`config.mk`:
```
export PLATFORM = sky130hd
export DESIGN_NAME = cdp_frame_tlv_parser_unit_flat
export DESIGN_NICKNAME = d
export VERILOG_FILES = /design/src/rtl/core/cdp_pkg.sv /design/src/rtl/core/cdp_if.sv /design/src/rtl/core/cdp_parse.sv /design/src/rtl/core/cdp_outq.sv /design/src/rtl/core/cdp_frame_tlv_parser_unit.sv /design/src/flat_wrapper.sv
export VERILOG_INCLUDE_DIRS = /design/src /design/src/rtl/core
export SDC_FILE = /design/constraint.sdc
export NUM_CORES = 1
export LEC_CHECK = 0
export ABC_AREA = 1
export CAP_MARGIN = 25
export CORE_MARGIN = 2
export CORE_UTILIZATION = 64
export DETAILED_ROUTE_END_ITERATION = 16
export DONT_BUFFER_PORTS = 1
export GPL_TIMING_DRIVEN = 0
export MAX_ROUTING_LAYER = met4
export PLACE_DENSITY = 0.84
export SYNTH_ARGS = -nofsm -noshare
export SYNTH_HDL_FRONTEND = slang
export SYNTH_SLANG_ARGS = --single-unit
```
`constraint.sdc`:
```
create_clock -name clk -period 9.35 [get_ports clk]
set_clock_uncertainty 0.15 [all_clocks]
set_input_delay 1.87 -clock clk [delete_from_list [all_inputs] [get_ports clk]]
set_output_delay 1.87 -clock clk [all_outputs]
set_load 0.005 [all_outputs]
```
`src/rtl/core/cdp_frame_tlv_parser_unit_defines.svh`:
```
// assertion helpers for the cdp parser
`ifndef CDP_FRAME_TLV_PARSER_UNIT_DEFINES_SVH
`define CDP_FRAME_TLV_PARSER_UNIT_DEFINES_SVH

// implication checked on every rising clock edge outside reset
`define CDP_ASSERT_IMP(label, clk, rst_n, cond, prop, msg) \
    label: assert property (@(posedge clk) disable iff (!rst_n) (cond) |-> (prop)) \
        else $error(msg);

// next-cycle implication outside reset
`define CDP_ASSERT_NEXT(label, clk, rst_n, cond, prop, msg) \
    label: assert property (@(posedge clk) disable iff (!rst_n) (cond) |=> (prop)) \
        else $error(msg);

`endif

```
`src/rtl/core/cdp_pkg.sv`:
```
package cdp_pkg;

    localparam logic [47:0] MAC_RESET     = 48'h01000CCCCCCC;
    localparam logic [15:0] PAYLOAD_START = 16'd22;
    localparam logic [15:0] TLV_START     = 16'd26;
    localparam logic [7:0]  NLPID_IPV4    = 8'hCC;
    localparam logic [15:0] ADDR_MIN_DATA = 16'd13;

    localparam logic [15:0] TLV_DEVICE   = 16'd1;
    localparam logic [15:0] TLV_ADDRESS  = 16'd2;
    localparam logic [15:0] TLV_PORT     = 16'd3;
    localparam logic [15:0] TLV_CAPS     = 16'd4;
    localparam logic [15:0] TLV_VERSION  = 16'd5;
    localparam logic [15:0] TLV_PLATFORM = 16'd6;
    localparam logic [15:0] TLV_VTP      = 16'd9;
    localparam logic [15:0] TLV_VLAN     = 16'd10;
    localparam logic [15:0] TLV_DUPLEX   = 16'd11;

    localparam logic [2:0] SID_DEVICE   = 3'd0;
    localparam logic [2:0] SID_PORT     = 3'd1;
    localparam logic [2:0] SID_VERSION  = 3'd2;
    localparam logic [2:0] SID_PLATFORM = 3'd3;
    localparam logic [2:0] SID_VTP      = 3'd4;

    localparam logic KIND_STRING  = 1'b0;
    localparam logic KIND_SUMMARY = 1'b1;

    typedef struct packed {
        logic [7:0]  byte_value;
        logic [15:0] frame_length;
    } in_item_t;

    typedef struct packed {
        logic        result_kind;
        logic [2:0]  string_id;
        logic [5:0]  char_index;
        logic [7:0]  char_value;
        logic        is_cdp;
        logic [7:0]  proto_version;
        logic [7:0]  cdp_ttl;
        logic [31:0] capability_bits;
        logic [15:0] vlan_id;
        logic [7:0]  duplex_mode;
        logic [31:0] mgmt_ipv4;
        logic        neighbor_valid;
    } out_item_t;

    // result of processing one byte
    typedef struct packed {
        logic      str_valid;
        out_item_t str_item;
        logic      sum_valid;
        out_item_t sum_item;
    } step_res_t;

    function automatic logic [7:0] snap_byte(input logic [2:0] i);
        logic [7:0] r;
        unique case (i)
            3'd0: r = 8'hAA;
            3'd1: r = 8'hAA;
            3'd2: r = 8'h03;
            3'd3: r = 8'h00;
            3'd4: r = 8'h00;
            3'd5: r = 8'h0C;
            3'd6: r = 8'h20;
            default: r = 8'h00;
        endcase
        return r;
    endfunction

endpackage

```
`src/rtl/core/cdp_if.sv`:
```
interface cdp_in_if;
    import cdp_pkg::*;
    logic     valid;
    logic     ready;
    in_item_t data;
    modport source (output valid, output data, input ready);
    modport sink (input valid, input data, output ready);
endinterface

interface cdp_out_if;
    import cdp_pkg::*;
    logic      valid;
    logic      ready;
    out_item_t data;
    modport source (output valid, output data, input ready);
    modport sink (input valid, input data, output ready);
endinterface

interface cdp_cfg_if;
    logic        valid;
    logic        ready;
    logic [47:0] data;
    modport source (output valid, output data, input ready);
    modport sink (input valid, input data, output ready);
endinterface

```
`src/rtl/core/cdp_parse.sv`:
```
module cdp_byte_walker
    import cdp_pkg::*;
#(
    parameter int MAX_STRING = 64
)
(
    input  logic        clk,
    input  logic        rst_n,
    input  logic        step,
    input  in_item_t    item,
    input  logic [47:0] mac,
    output step_res_t   res
);

    localparam logic [15:0] STR_LIMIT = 16'(MAX_STRING - 1);

    logic [15:0] pos_reg, pos_next;
    logic [15:0] nts_reg, nts_next;
    logic [15:0] typ_reg, typ_next;
    logic [15:0] tlen_reg, tlen_next;
    logic        hdr_reg, hdr_next;
    logic        stop_reg, stop_next;
    logic [31:0] shf_reg, shf_next;
    logic        am_reg, am_next;
    logic [63:0] sf_reg, sf_next;
    logic [63:0] sm_reg, sm_next;
    logic [7:0]  dfb_reg, dfb_next;

    logic [7:0]  b;
    logic [15:0] len;
    logic [7:0]  mb;
    logic        cdp_ok, is_cdp, has_hdr, sid_ok;
    logic [2:0]  sid;
    logic [15:0] h, d, dl, ctl;
    logic [16:0] s4, send;

    always_comb
    begin
        b = item.byte_value;
        len = item.frame_length;
        pos_next = pos_reg; nts_next = nts_reg; typ_next = typ_reg;
        tlen_next = tlen_reg; hdr_next = hdr_reg; stop_next = stop_reg;
        shf_next = shf_reg; am_next = am_reg; sf_next = sf_reg;
        sm_next = sm_reg; dfb_next = dfb_reg;
        res = '0;
        mb = '0; sid = '0; sid_ok = 1'b0;
        h = pos_reg - nts_reg;
        d = pos_reg - (nts_reg - tlen_reg) - 16'd4;
        ctl = '0; dl = '0;
        s4 = {1'b0, nts_reg} + 17'd4;
        send = '0;

        // destination mac and snap header
        if (pos_reg < 16'd6)
        begin
            mb = mac[8 * (5 - pos_reg[2:0]) +: 8];
            am_next = (pos_reg == 16'd0) ? (b == mb) : (am_reg && b == mb);
        end
        if (pos_reg >= 16'd14 && pos_reg <= 16'd21 && b != snap_byte(3'(pos_reg - 16'd14)))
            hdr_next = 1'b0;
        cdp_ok = am_next && hdr_next;

        if (pos_reg == PAYLOAD_START) sf_next[7:0] = b;
        if (pos_reg == PAYLOAD_START + 16'd1) sf_next[15:8] = b;
        if (pos_reg == TLV_START - 16'd1) nts_next = TLV_START;

        // string type lookup
        unique case (typ_reg)
            TLV_DEVICE:   begin sid = SID_DEVICE;   sid_ok = 1'b1; end
            TLV_PORT:     begin sid = SID_PORT;     sid_ok = 1'b1; end
            TLV_VERSION:  begin sid = SID_VERSION;  sid_ok = 1'b1; end
            TLV_PLATFORM: begin sid = SID_PLATFORM; sid_ok = 1'b1; end
            TLV_VTP:      begin sid = SID_VTP;      sid_ok = 1'b1; end
            default:      begin sid = SID_DEVICE;   sid_ok = 1'b0; end
        endcase

        // tlv walk
        if (cdp_ok && pos_reg >= TLV_START && !stop_reg)
        begin
            if (pos_reg >= nts_reg)
            begin
                if (h == 16'd0)
                begin
                    if (s4 > {1'b0, len}) stop_next = 1'b1;
                    else typ_next = {b, 8'h00};
                end
                else if (h == 16'd1)
                    typ_next = {typ_reg[15:8], b};
                else if (h == 16'd2)
                    tlen_next = {b, 8'h00};
                else if (h == 16'd3)
                begin
                    ctl = {tlen_reg[15:8], b};
                    tlen_next = ctl;
                    send = {1'b0, nts_reg} + {1'b0, ctl};
                    if (ctl < 16'd4 || send > {1'b0, len})
                        stop_next = 1'b1;
                    else
                    begin
                        dl = ctl - 16'd4;
                        if ((typ_reg == TLV_ADDRESS && dl < ADDR_MIN_DATA) ||
                            (typ_reg == TLV_CAPS && dl < 16'd4) ||
                            (typ_reg == TLV_VLAN && dl < 16'd2))
                            typ_next = '0;
                        shf_next = '0;
                        nts_next = send[15:0];
                    end
                end
                else
                    stop_next = 1'b1;
            end
            else if (sid_ok)
            begin
                if (sid == SID_DEVICE && d == 16'd0) dfb_next = b;
                if (d < STR_LIMIT)
                begin
                    res.str_valid = 1'b1;
                    res.str_item.result_kind = KIND_STRING;
                    res.str_item.string_id = sid;
                    res.str_item.char_index = d[5:0];
                    res.str_item.char_value = b;
                end
            end
            else if (typ_reg == TLV_ADDRESS)
            begin
                if ((d == 16'd4 && b != 8'd1) || (d == 16'd5 && b != 8'd1) ||
                    (d == 16'd6 && b != NLPID_IPV4) || (d == 16'd7 && b != 8'd0) ||
                    (d == 16'd8 && b != 8'd4))
                    typ_next = '0;
                else if (d >= 16'd9 && d <= 16'd12)
                begin
                    shf_next = {shf_reg[23:0], b};
                    if (d == 16'd12) sm_next[31:0] = shf_next;
                end
            end
            else if (typ_reg == TLV_CAPS)
            begin
                if (d <= 16'd3)
                begin
                    shf_next = {shf_reg[23:0], b};
                    if (d == 16'd3) sf_next[63:32] = shf_next;
                end
            end
            else if (typ_reg == TLV_VLAN)
            begin
                if (d <= 16'd1)
                begin
                    shf_next = {16'h0, shf_reg[7:0], b};
                    if (d == 16'd1) sf_next[31:16] = shf_next[15:0];
                end
            end
            else if (typ_reg == TLV_DUPLEX)
            begin
                if (d == 16'd0) sm_next[39:32] = b;
            end
        end

        // end of frame summary
        is_cdp = cdp_ok && len >= PAYLOAD_START;
        has_hdr = is_cdp && len >= TLV_START;
        if ({1'b0, pos_reg} + 17'd1 >= {1'b0, len})
        begin
            res.sum_valid = 1'b1;
            res.sum_item.result_kind = KIND_SUMMARY;
            res.sum_item.is_cdp = is_cdp;
            res.sum_item.proto_version = has_hdr ? sf_next[7:0] : 8'h0;
            res.sum_item.cdp_ttl = has_hdr ? sf_next[15:8] : 8'h0;
            if (is_cdp)
            begin
                res.sum_item.capability_bits = sf_next[63:32];
                res.sum_item.vlan_id = sf_next[31:16];
                res.sum_item.duplex_mode = sm_next[39:32];
                res.sum_item.mgmt_ipv4 = sm_next[31:0];
                res.sum_item.neighbor_valid = (dfb_next != 8'h0);
            end
            pos_next = '0; nts_next = '0; typ_next = '0; tlen_next = '0;
            hdr_next = 1'b1; stop_next = 1'b0; shf_next = '0; am_next = 1'b0;
            sf_next = '0; sm_next = '0; dfb_next = '0;
        end
        else
            pos_next = pos_reg + 16'd1;
    end

    // per-frame state
    always_ff @(posedge clk or negedge rst_n)
    begin
        if (!rst_n)
        begin
            pos_reg <= '0; nts_reg <= '0; typ_reg <= '0; tlen_reg <= '0;
            hdr_reg <= 1'b1; stop_reg <= 1'b0; shf_reg <= '0; am_reg <= 1'b0;
            sf_reg <= '0; sm_reg <= '0; dfb_reg <= '0;
        end
        else if (step)
        begin
            pos_reg <= pos_next; nts_reg <= nts_next; typ_reg <= typ_next;
            tlen_reg <= tlen_next; hdr_reg <= hdr_next; stop_reg <= stop_next;
            shf_reg <= shf_next; am_reg <= am_next; sf_reg <= sf_next;
            sm_reg <= sm_next; dfb_reg <= dfb_next;
        end
    end

endmodule

```
`src/rtl/core/cdp_outq.sv`:
```
`include "cdp_frame_tlv_parser_unit_defines.svh"

module cdp_outq
    import cdp_pkg::*;
(
    input  logic      clk,
    input  logic      rst_n,
    input  logic      push,
    input  step_res_t res,
    output logic      space,
    cdp_out_if.source out_ch
);

    // four-entry fifo, up to two writes per request
    out_item_t   mem_reg [4];
    logic [1:0]  wp_reg, rp_reg;
    logic [2:0]  cnt_reg, cnt_next;
    logic        pop;
    logic [1:0]  nw;

    assign pop = out_ch.valid && out_ch.ready;
    assign nw = push ? (2'(res.str_valid) + 2'(res.sum_valid)) : 2'd0;
    assign cnt_next = cnt_reg + 3'(nw) - 3'(pop);
    assign space = (cnt_reg <= 3'd2);
    assign out_ch.valid = (cnt_reg != 3'd0);
    assign out_ch.data = mem_reg[rp_reg];

    // storage writes
    always_ff @(posedge clk)
    begin
        if (push && res.str_valid)
            mem_reg[wp_reg] <= res.str_item;
        if (push && res.sum_valid)
            mem_reg[wp_reg + 2'(res.str_valid)] <= res.sum_item;
    end

    // pointers
    always_ff @(posedge clk or negedge rst_n)
    begin
        if (!rst_n)
        begin
            wp_reg <= '0; rp_reg <= '0; cnt_reg <= '0;
        end
        else
        begin
            wp_reg <= wp_reg + nw;
            rp_reg <= rp_reg + 2'(pop);
            cnt_reg <= cnt_next;
        end
    end

    `CDP_ASSERT_IMP(a_no_overflow, clk, rst_n, push, cnt_reg <= 3'd2, "queue overflow on push")
    `CDP_ASSERT_IMP(a_cnt_range, clk, rst_n, 1'b1, cnt_reg <= 3'd4, "queue count out of range")
    `CDP_ASSERT_NEXT(a_idle_empty, clk, rst_n, cnt_reg == 3'd0 && !push, !out_ch.valid,
        "output valid without request")

endmodule

```
`src/rtl/core/cdp_frame_tlv_parser_unit.sv`:
```
// channel    | role  | payload
// in_ch      | sink  | byte_value, frame_length
// cfg_ch     | sink  | neighbor_mac (48 bits)
// out_ch     | source| string byte or frame summary
// one byte is taken per cycle while the queue has room; its results appear in the queue the next cycle
// a byte gives at most two results; the four-entry output queue sets the stall
// in_ch.ready drops when fewer than two queue entries are free
// reset clears the frame walk and loads the default neighbor mac
`include "cdp_frame_tlv_parser_unit_defines.svh"

module cdp_frame_tlv_parser_unit
    import cdp_pkg::*;
#(
    parameter int MAX_STRING = 64
)
(
    input  logic     clk,
    input  logic     rst_n,
    cdp_in_if.sink   in_ch,
    cdp_cfg_if.sink  cfg_ch,
    cdp_out_if.source out_ch
);

    logic [47:0] mac_reg;
    logic        space, step;
    step_res_t   res;

    // config register
    assign cfg_ch.ready = 1'b1;
    always_ff @(posedge clk or negedge rst_n)
    begin
        if (!rst_n)
            mac_reg <= MAC_RESET;
        else if (cfg_ch.valid)
            mac_reg <= cfg_ch.data;
    end

    assign in_ch.ready = space;
    assign step = in_ch.valid && space;

    cdp_byte_walker #(.MAX_STRING(MAX_STRING)) u_parse (
        .clk(clk), .rst_n(rst_n), .step(step), .item(in_ch.data),
        .mac(mac_reg), .res(res)
    );

    cdp_outq u_outq (
        .clk(clk), .rst_n(rst_n), .push(step), .res(res), .space(space),
        .out_ch(out_ch)
    );

    `CDP_ASSERT_NEXT(a_sum_queued, clk, rst_n, step && res.sum_valid, out_ch.valid,
        "summary not queued")
    `CDP_ASSERT_IMP(a_kind, clk, rst_n, step && res.sum_valid, res.sum_item.result_kind,
        "summary without kind flag")
    `CDP_ASSERT_IMP(a_str_kind, clk, rst_n, step && res.str_valid, !res.str_item.result_kind,
        "string byte with summary flag")

endmodule

```
`src/flat_wrapper.sv`:
```
// flat-port wrapper written by rule: the top's interface ports become plain ports
module cdp_frame_tlv_parser_unit_flat import cdp_pkg::*;
#(
    parameter int MAX_STRING = 64
)
  (clk, rst_n, in_ch_valid, in_ch_data, in_ch_ready, cfg_ch_valid, cfg_ch_data, cfg_ch_ready, out_ch_valid, out_ch_data, out_ch_ready);
  cdp_in_if in_ch_i ();
  cdp_cfg_if cfg_ch_i ();
  cdp_out_if out_ch_i ();
  input  logic clk;
  input  logic rst_n;
  input wire logic [$bits(in_ch_i.valid)-1:0] in_ch_valid;
  input wire logic [$bits(in_ch_i.data)-1:0] in_ch_data;
  output wire logic [$bits(in_ch_i.ready)-1:0] in_ch_ready;
  input wire logic [$bits(cfg_ch_i.valid)-1:0] cfg_ch_valid;
  input wire logic [$bits(cfg_ch_i.data)-1:0] cfg_ch_data;
  output wire logic [$bits(cfg_ch_i.ready)-1:0] cfg_ch_ready;
  output wire logic [$bits(out_ch_i.valid)-1:0] out_ch_valid;
  output wire logic [$bits(out_ch_i.data)-1:0] out_ch_data;
  input wire logic [$bits(out_ch_i.ready)-1:0] out_ch_ready;
  assign in_ch_i.valid = in_ch_valid;
  assign in_ch_i.data = in_ch_data;
  assign in_ch_ready = in_ch_i.ready;
  assign cfg_ch_i.valid = cfg_ch_valid;
  assign cfg_ch_i.data = cfg_ch_data;
  assign cfg_ch_ready = cfg_ch_i.ready;
  assign out_ch_valid = out_ch_i.valid;
  assign out_ch_data = out_ch_i.data;
  assign out_ch_i.ready = out_ch_ready;
  cdp_frame_tlv_parser_unit #(.MAX_STRING(MAX_STRING)) u_core (.clk(clk), .rst_n(rst_n), .in_ch(in_ch_i), .cfg_ch(cfg_ch_i), .out_ch(out_ch_i));
endmodule
```
Word level (Yosys, flattened, before mapping)
Memories as Yosys holds them, arrays and structs flattened.
Cells that the tools add are included.
{"block": "word_totals", "ram_bits": 496, "register_bits": 258, "wordCells": 276, "out_inout_bits": 127, "input_bits": 77, "memories": 1}
{"block": "op_classes", "n_reduce_logical": 54, "muxes": 109, "shifts": 1, "add_sub_neg": 17, "order_cmp": 20, "n_eq_ne": 57}
{"memory": "u_core.u_outq.mem_reg", "depth": 4, "word_bits": 124, "rd": 1, "rd_ports_with_merged_regs": 0, "wr": 2, "line_no": "cdp_outq.sv:15", "rtl": "out_item_t mem_reg [4];"}
{"operator": "2-to-1 mux 16 bit", "n": 33}
{"operator": "2-to-1 mux 24 bit", "n": 16}
{"operator": "2-to-1 mux 32 bit", "n": 7}
{"operator": "2-to-1 mux 48 bit", "n": 4}
{"operator": "2-to-1 mux 40 bit", "n": 4}
{"operator": "2-to-1 mux 8 bit", "n": 15}
{"operator": "equality test 16 x 3 -> 1 bit, second input constant", "n": 7}
{"operator": "2-to-1 mux 106 bit", "n": 1}
{"operator": "2-to-1 mux 89 bit", "n": 1}
{"operator": "equality test 16 x 2 -> 1 bit, second input constant", "n": 5}
{"operator": "equality test 16 x 4 -> 1 bit, second input constant", "n": 5}
{"operator": "2-to-1 mux 19 bit", "n": 4}
{"operator": "2-to-1 mux 64 bit", "n": 1}
{"operator": "equality test 16 x 1 -> 1 bit, second input constant", "n": 3}
{"operator": "equality test 16 x 5 -> 1 bit, second input constant", "n": 3}
{"operator": "greater-or-equal comparator 16 x 5 -> 1 bit, second input constant", "n": 3}
{"operator": "zero test 16 bit", "n": 3}
{"operator": "< comparator 16 x 3 -> 1 bit, second input constant", "n": 3}
{"operator": "variable part select 48 x 33 -> 8 bit", "n": 1}
{"operator": "subtractor 16 bit", "n": 3}
{"operator": "> comparator 17 x 16 -> 1 bit", "n": 2}
{"operator": "greater-or-equal comparator 16 x 4 -> 1 bit, second input constant", "n": 2}
{"operator": "case mux 8 bit (4 select lines)", "n": 1}
{"operator": "subtractor 16 x 3 -> 16 bit, second input constant", "n": 2}
{"operator": "other kinds (56)", "n": 129}

Longest topological paths before layout
{"block": "logic_depth", "depth_word": 16, "ltp_mapped": 32, "mapped_depth_nobuf": 28}

Hierarchy
From an unflattened synthesis, not the netlist that was laid out.
{"block": "unflattened", "cells_unflattened": 5858, "area_unflattened_um2": 45731.4}
{"module": "cdp_outq", "cells_per_inst": 3039, "area_per_inst_um2": 26087.5, "instances": 1}
{"module": "cdp_byte_walker", "cells_per_inst": 2612, "area_per_inst_um2": 17800.8, "instances": 1}
{"module": "cdp_frame_tlv_parser_unit", "cells_per_inst": 207, "area_per_inst_um2": 1843.0, "instances": 1}

Worst setup path before layout
Ideal clock, no wire load.
{"block": "synth_path", "path_type": "flip-flop to flip-flop", "from": "reg u_core.u_parse.pos_reg[2]", "to": "mem u_core.u_outq.mem_reg[2][0] in the netlist's numbering, enable pin", "t_arrival_ps": 6744, "period_less_slack_ps": 7363, "setup_time_ps": 469, "path_stages_with_launch": 26, "path_buffers": 0, "slack_ps": 1987, "cell_sequence": "dfrtp_1 > clkinv_1 > ha_1 > inv_1 > fa_1 > inv_1 > fa_1 > nand3b_1 > nand2_1 > nand2_1 > nand2_2 > nand3_1 > nand2_1 > nand2_1 > nand2_1 > nand3_1 > nor2_4 > nand2_4 > nor4_1 > ha_1 > nand2_1 > nand2_1 > inv_1 > nor3_4 > inv_2 > nand2_1"}
{"element": "start: declaration", "line_no": "cdp_parse.sv:17", "rtl": "logic [15:0] pos_reg, pos_next;"}
{"element": "start signal: assignment", "line_no": "cdp_parse.sv:195", "rtl": "pos_reg <= pos_next; nts_reg <= nts_next; typ_reg <= typ_next;"}
{"element": "end: declaration", "line_no": "cdp_outq.sv:15"}

==> flow_metrics.env <==
export IMPL_outcome="finished clean"
export IMPL_finalHoldViolCount=0
export IMPL_rsz0062_at_grt="no"
export IMPL_grt_pass1_vias=32500
export IMPL_drv_slew=0
export IMPL_swShare_pct=46.0
export IMPL_yosysWarnings=0
export IMPL_whs_ps=310
export IMPL_wl_per_cell_um=22.3
export IMPL_cts_sinks=754
export IMPL_max_freq_ghz=0.136
export IMPL_die_area_um2=63500
export IMPL_drv_cap=0
export IMPL_critPathMaxFanout=58
export IMPL_ant_nets=0
export IMPL_port_buffers=0
export IMPL_largest_reg_flops=496
export IMPL_synth_top_family_by_area="simple AND/OR/NAND/NOR gates"
export IMPL_clk_path_buf_depth=3
export IMPL_die_x_um=252
export IMPL_ios=204
export IMPL_seq_area_um2=20700
export IMPL_grt_usage_pct=39.1
export IMPL_power_leakage_nw=17.8
export IMPL_syn2layout_area_growth_pct=9.80
export IMPL_worstMarginPinSlew_ps=1240
export IMPL_fin_area_um2=43200
export IMPL_rows=90
export IMPL_hold_buffers=0
export IMPL_cts_setup_buffers=0
export IMPL_startpoint_type="input pin"
export IMPL_htree_levels=3
export IMPL_gp_congestion=1.04
export IMPL_routed_via_density=6.27
export IMPL_fin_tns_setup_ps=0
export IMPL_r2r_slack_ps=2220
export IMPL_ys_ff_latch=754
export IMPL_cp_top_family="simple AND/OR/NAND/NOR gates"
export IMPL_min_path_type="flop to flop"
export IMPL_synth_area_mux_share_pct=0.257
export IMPL_drt_wl_total_um=122000
export IMPL_synthSimpleGateAreaFrac_pct=22.0
export IMPL_drt_initial_drc_count=4334
export IMPL_powerDensity_nw_per_um2=328
export IMPL_synth_compound_area_share_pct=12.5
export IMPL_cp_buffers_inverters=7
export IMPL_cp_arrival_ps=7490
export IMPL_irDropWorstVdd_mv=0.253
export IMPL_initial_utilization_pct=65.0
export IMPL_synth_adder_area_share_pct=4.86
export IMPL_dpl_worst_slack_ps=1670
export IMPL_grt_pass1_wl_um=184000
export IMPL_synth_xor_area_share_pct=1.38
export IMPL_internal_power_mw=7.64
export IMPL_p_clk_share_pct=22.7
export IMPL_slowest_delay_ps=930
export IMPL_crit_slowest_cell="clkbuf_1"
export IMPL_grt_max_degree=259
export IMPL_drtPass1Iterations=9
export IMPL_multiInputGateArea_um2=16200
export IMPL_clk_pin_slew_ps=60
export IMPL_die_h_um=252
export IMPL_relSlewSlack_pct=17.2
export IMPL_root_buffer="clkbuf_16"
export IMPL_setup_viol=0
export IMPL_num_vias=34300
export IMPL_postSynthCellCount=4527
export IMPL_nets=4837
export IMPL_cts_tree="built"
export IMPL_clkLatencyLatePin_ps=640
export IMPL_synthDistinctLibCells=61
export IMPL_required_ps=9480
export IMPL_ys_seq_area_share_pct=52.6
export IMPL_fillers=4387
export IMPL_period_share_pct=78.7
export IMPL_endpoint_kind="flop"
export IMPL_synth_cell_area_um2=39400
export IMPL_crit_type="input pin to flop"
export IMPL_post_cts_resized=0
export IMPL_core_area_um2=60600
export IMPL_power_share_combinational_pct=49.1
export IMPL_cpMostUsedCell="nand2_1"
export IMPL_p_seq_share_pct=28.2
export IMPL_crit_chain="clkbuf_1 -> inv_1 -> clkbuf_1 -> nand2_1 -> nand2_1 -> nand2_1 -> nor2_1 -> nand2_1 -> nand2_1 -> nand4_4 -> buf_2 -> nor4_1 -> ha_1 -> nand2_1 -> nand2_1 -> inv_1 -> nor3_4 -> inv_2 -> nand2_4 -> buf_16"
export IMPL_antenna_found_initial=3
export IMPL_p_total_mw=14.2
export IMPL_cts_inserted_buffers=77
export IMPL_placed_area_um2=40600
export IMPL_setup_ws_ps=1990
export IMPL_hpwl_um=82500
export IMPL_drive_gt1_share_pct=7.35
export IMPL_postSynthAreaPerCell_um2=8.70
export IMPL_syn_num_nets=4746
export IMPL_period_minus_slack_ps=7360
export IMPL_drc=0
export IMPL_p_sw_mw=6.52
export IMPL_overflow=0
## area by class of cell
cell class | count | area share [%]
clock inverters | 34 | 0.854
repair buffers | 12 | 0.509
plain buffers | 257 | 2.60
diodes | 3 | 0.0174
flip-flops and latches | 754 | 47.9
well taps | 782 | 2.26
multi-input cells | 3138 | 37.4
clock buffers | 110 | 5.20
inverters | 378 | 3.29
## synth_stat cells, drive strengths merged
cell type	n	area, um^2
ha	124	1550
o41ai	2	17.5
nor4	13	111
nand2	782	2980
nand4	72	465
edfxtp	428	12900
o21ai	426	2200
nor3	50	317
xnor2	14	123
mux2	9	101
o2111ai	2	17.5
o32ai	1	8.76
dfstp	16	420
inv	371	1400
a21boi	3	22.5
xor2	48	420
o211ai	17	133
fa	18	360
or3b	1	8.76
a22o	16	140
nand3	249	1280
o22ai	212	1330
or2	2	12.5
clkinv	7	26.3
o21bai	3	22.5
nor3b	1	7.51
dfrtp	242	6060
clkbuf	168	631
nand3b	8	72.6
nand2b	1	6.26
buf	89	495
a31oi	5	31.3
conb	1	3.75
a21oi	172	932
nor2	875	3380
a211oi	2	15.0
o31ai	2	15.0
a21o	6	45.0
dfxtp	68	1360
and3	1	6.26
## logic make-up after synthesis
group	Yosys count
xor gates and xnor gates	62
muxes	9
other	1
adders and majority gates	142
DFF	754
buffers and inverters	635
and+or+nand+nor	2055
AOI/OAI and AO/OA	869
## path summary, 6_finish.rpt
check	cells after the start	from	end
worst max-delay path	20	in_ch_data[22]	u_core.u_outq.mem_reg[3][65]
worst min-delay path	2	u_core.u_outq.mem_reg[1][121]	u_core.u_outq.mem_reg[1][121]
worst max register to register	26	u_core.u_parse.pos_reg[2]	u_core.u_outq.mem_reg[3][65]
worst min register to register	2	u_core.u_outq.mem_reg[1][121]	u_core.u_outq.mem_reg[1][121]
max in group asynchronous	0	rst_n	u_core.u_parse.sf_reg[12]
min in group asynchronous	0	rst_n	u_core.mac_reg[46]
## worst min-delay path, delay by kind of cell (launching register included)
| family | cells | cell delay, ps |
|---|---|---|
| flops | 1 | 310 |
| compound gates | 1 | 50 |
| simple gates | 1 | 60 |
## placed cells by master, fill, tap and decap left out, types with 14 or more instances in the layout
| cell | synthesis | layout |
|---|---|---|
| edfxtp_1 | 428 | 428 |
| nand2_1 | 770 | 766 |
| o211ai_1 | 16 | 16 |
| inv_1 | 352 | 352 |
| a21oi_2 | 19 | 19 |
| inv_2 | 18 | 18 |
| clkinv_1 | 7 | 16 |
| fa_1 | 18 | 18 |
| a21oi_1 | 153 | 153 |
| o22ai_1 | 212 | 212 |
| xor2_1 | 48 | 48 |
| o21ai_0 | 395 | 395 |
| clkbuf_16 | 0 | 83 |
| nand3_1 | 243 | 243 |
| o21ai_2 | 18 | 18 |
| nor3_1 | 43 | 43 |
| dfrtp_1 | 242 | 242 |
| xnor2_1 | 14 | 14 |
| nor2_1 | 858 | 858 |
| dfstp_2 | 16 | 16 |
| clkbuf_1 | 168 | 188 |
| dfxtp_1 | 68 | 68 |
| a22o_1 | 16 | 16 |
| ha_1 | 124 | 124 |
| nand4_1 | 71 | 71 |
| buf_2 | 66 | 66 |
## per-stage QoR
step | cells | util, %
6_report | 5468 | 71.4
5_1_grt | 5468 | 71.4
4_1_cts | 5463 | 71.3
3_5_place_dp | 5319 | 67.0
3_3_place_gp | 5309 | 66.6
2_1_floorplan | 4527 | -
## power groups by stage
stage | sequential (mW) | clock (mW) | combinational (mW)
after global placement | 4.04 | 0 | 6.58
final | 3.99 | 3.22 | 6.95
after floorplan | 3.99 | 0 | 4.84
after detailed placement | 4.04 | 0 | 6.72
after CTS | 3.98 | 3.21 | 6.78
after global routing | 4.02 | 3.34 | 7.58
## metal layers
metal | track usage, % | vias to the layer above | wire, um
li1 | - | 15500 | -
met1 | 47.4 | 16000 | 43100
met2 | 61.2 | 2245 | 56900
met3 | 7.96 | 511 | 13700
met4 | 22.7 | 0 | 8060
met5 | - | - | 0
No activity file was read; power rests on OpenSTA's default activity.
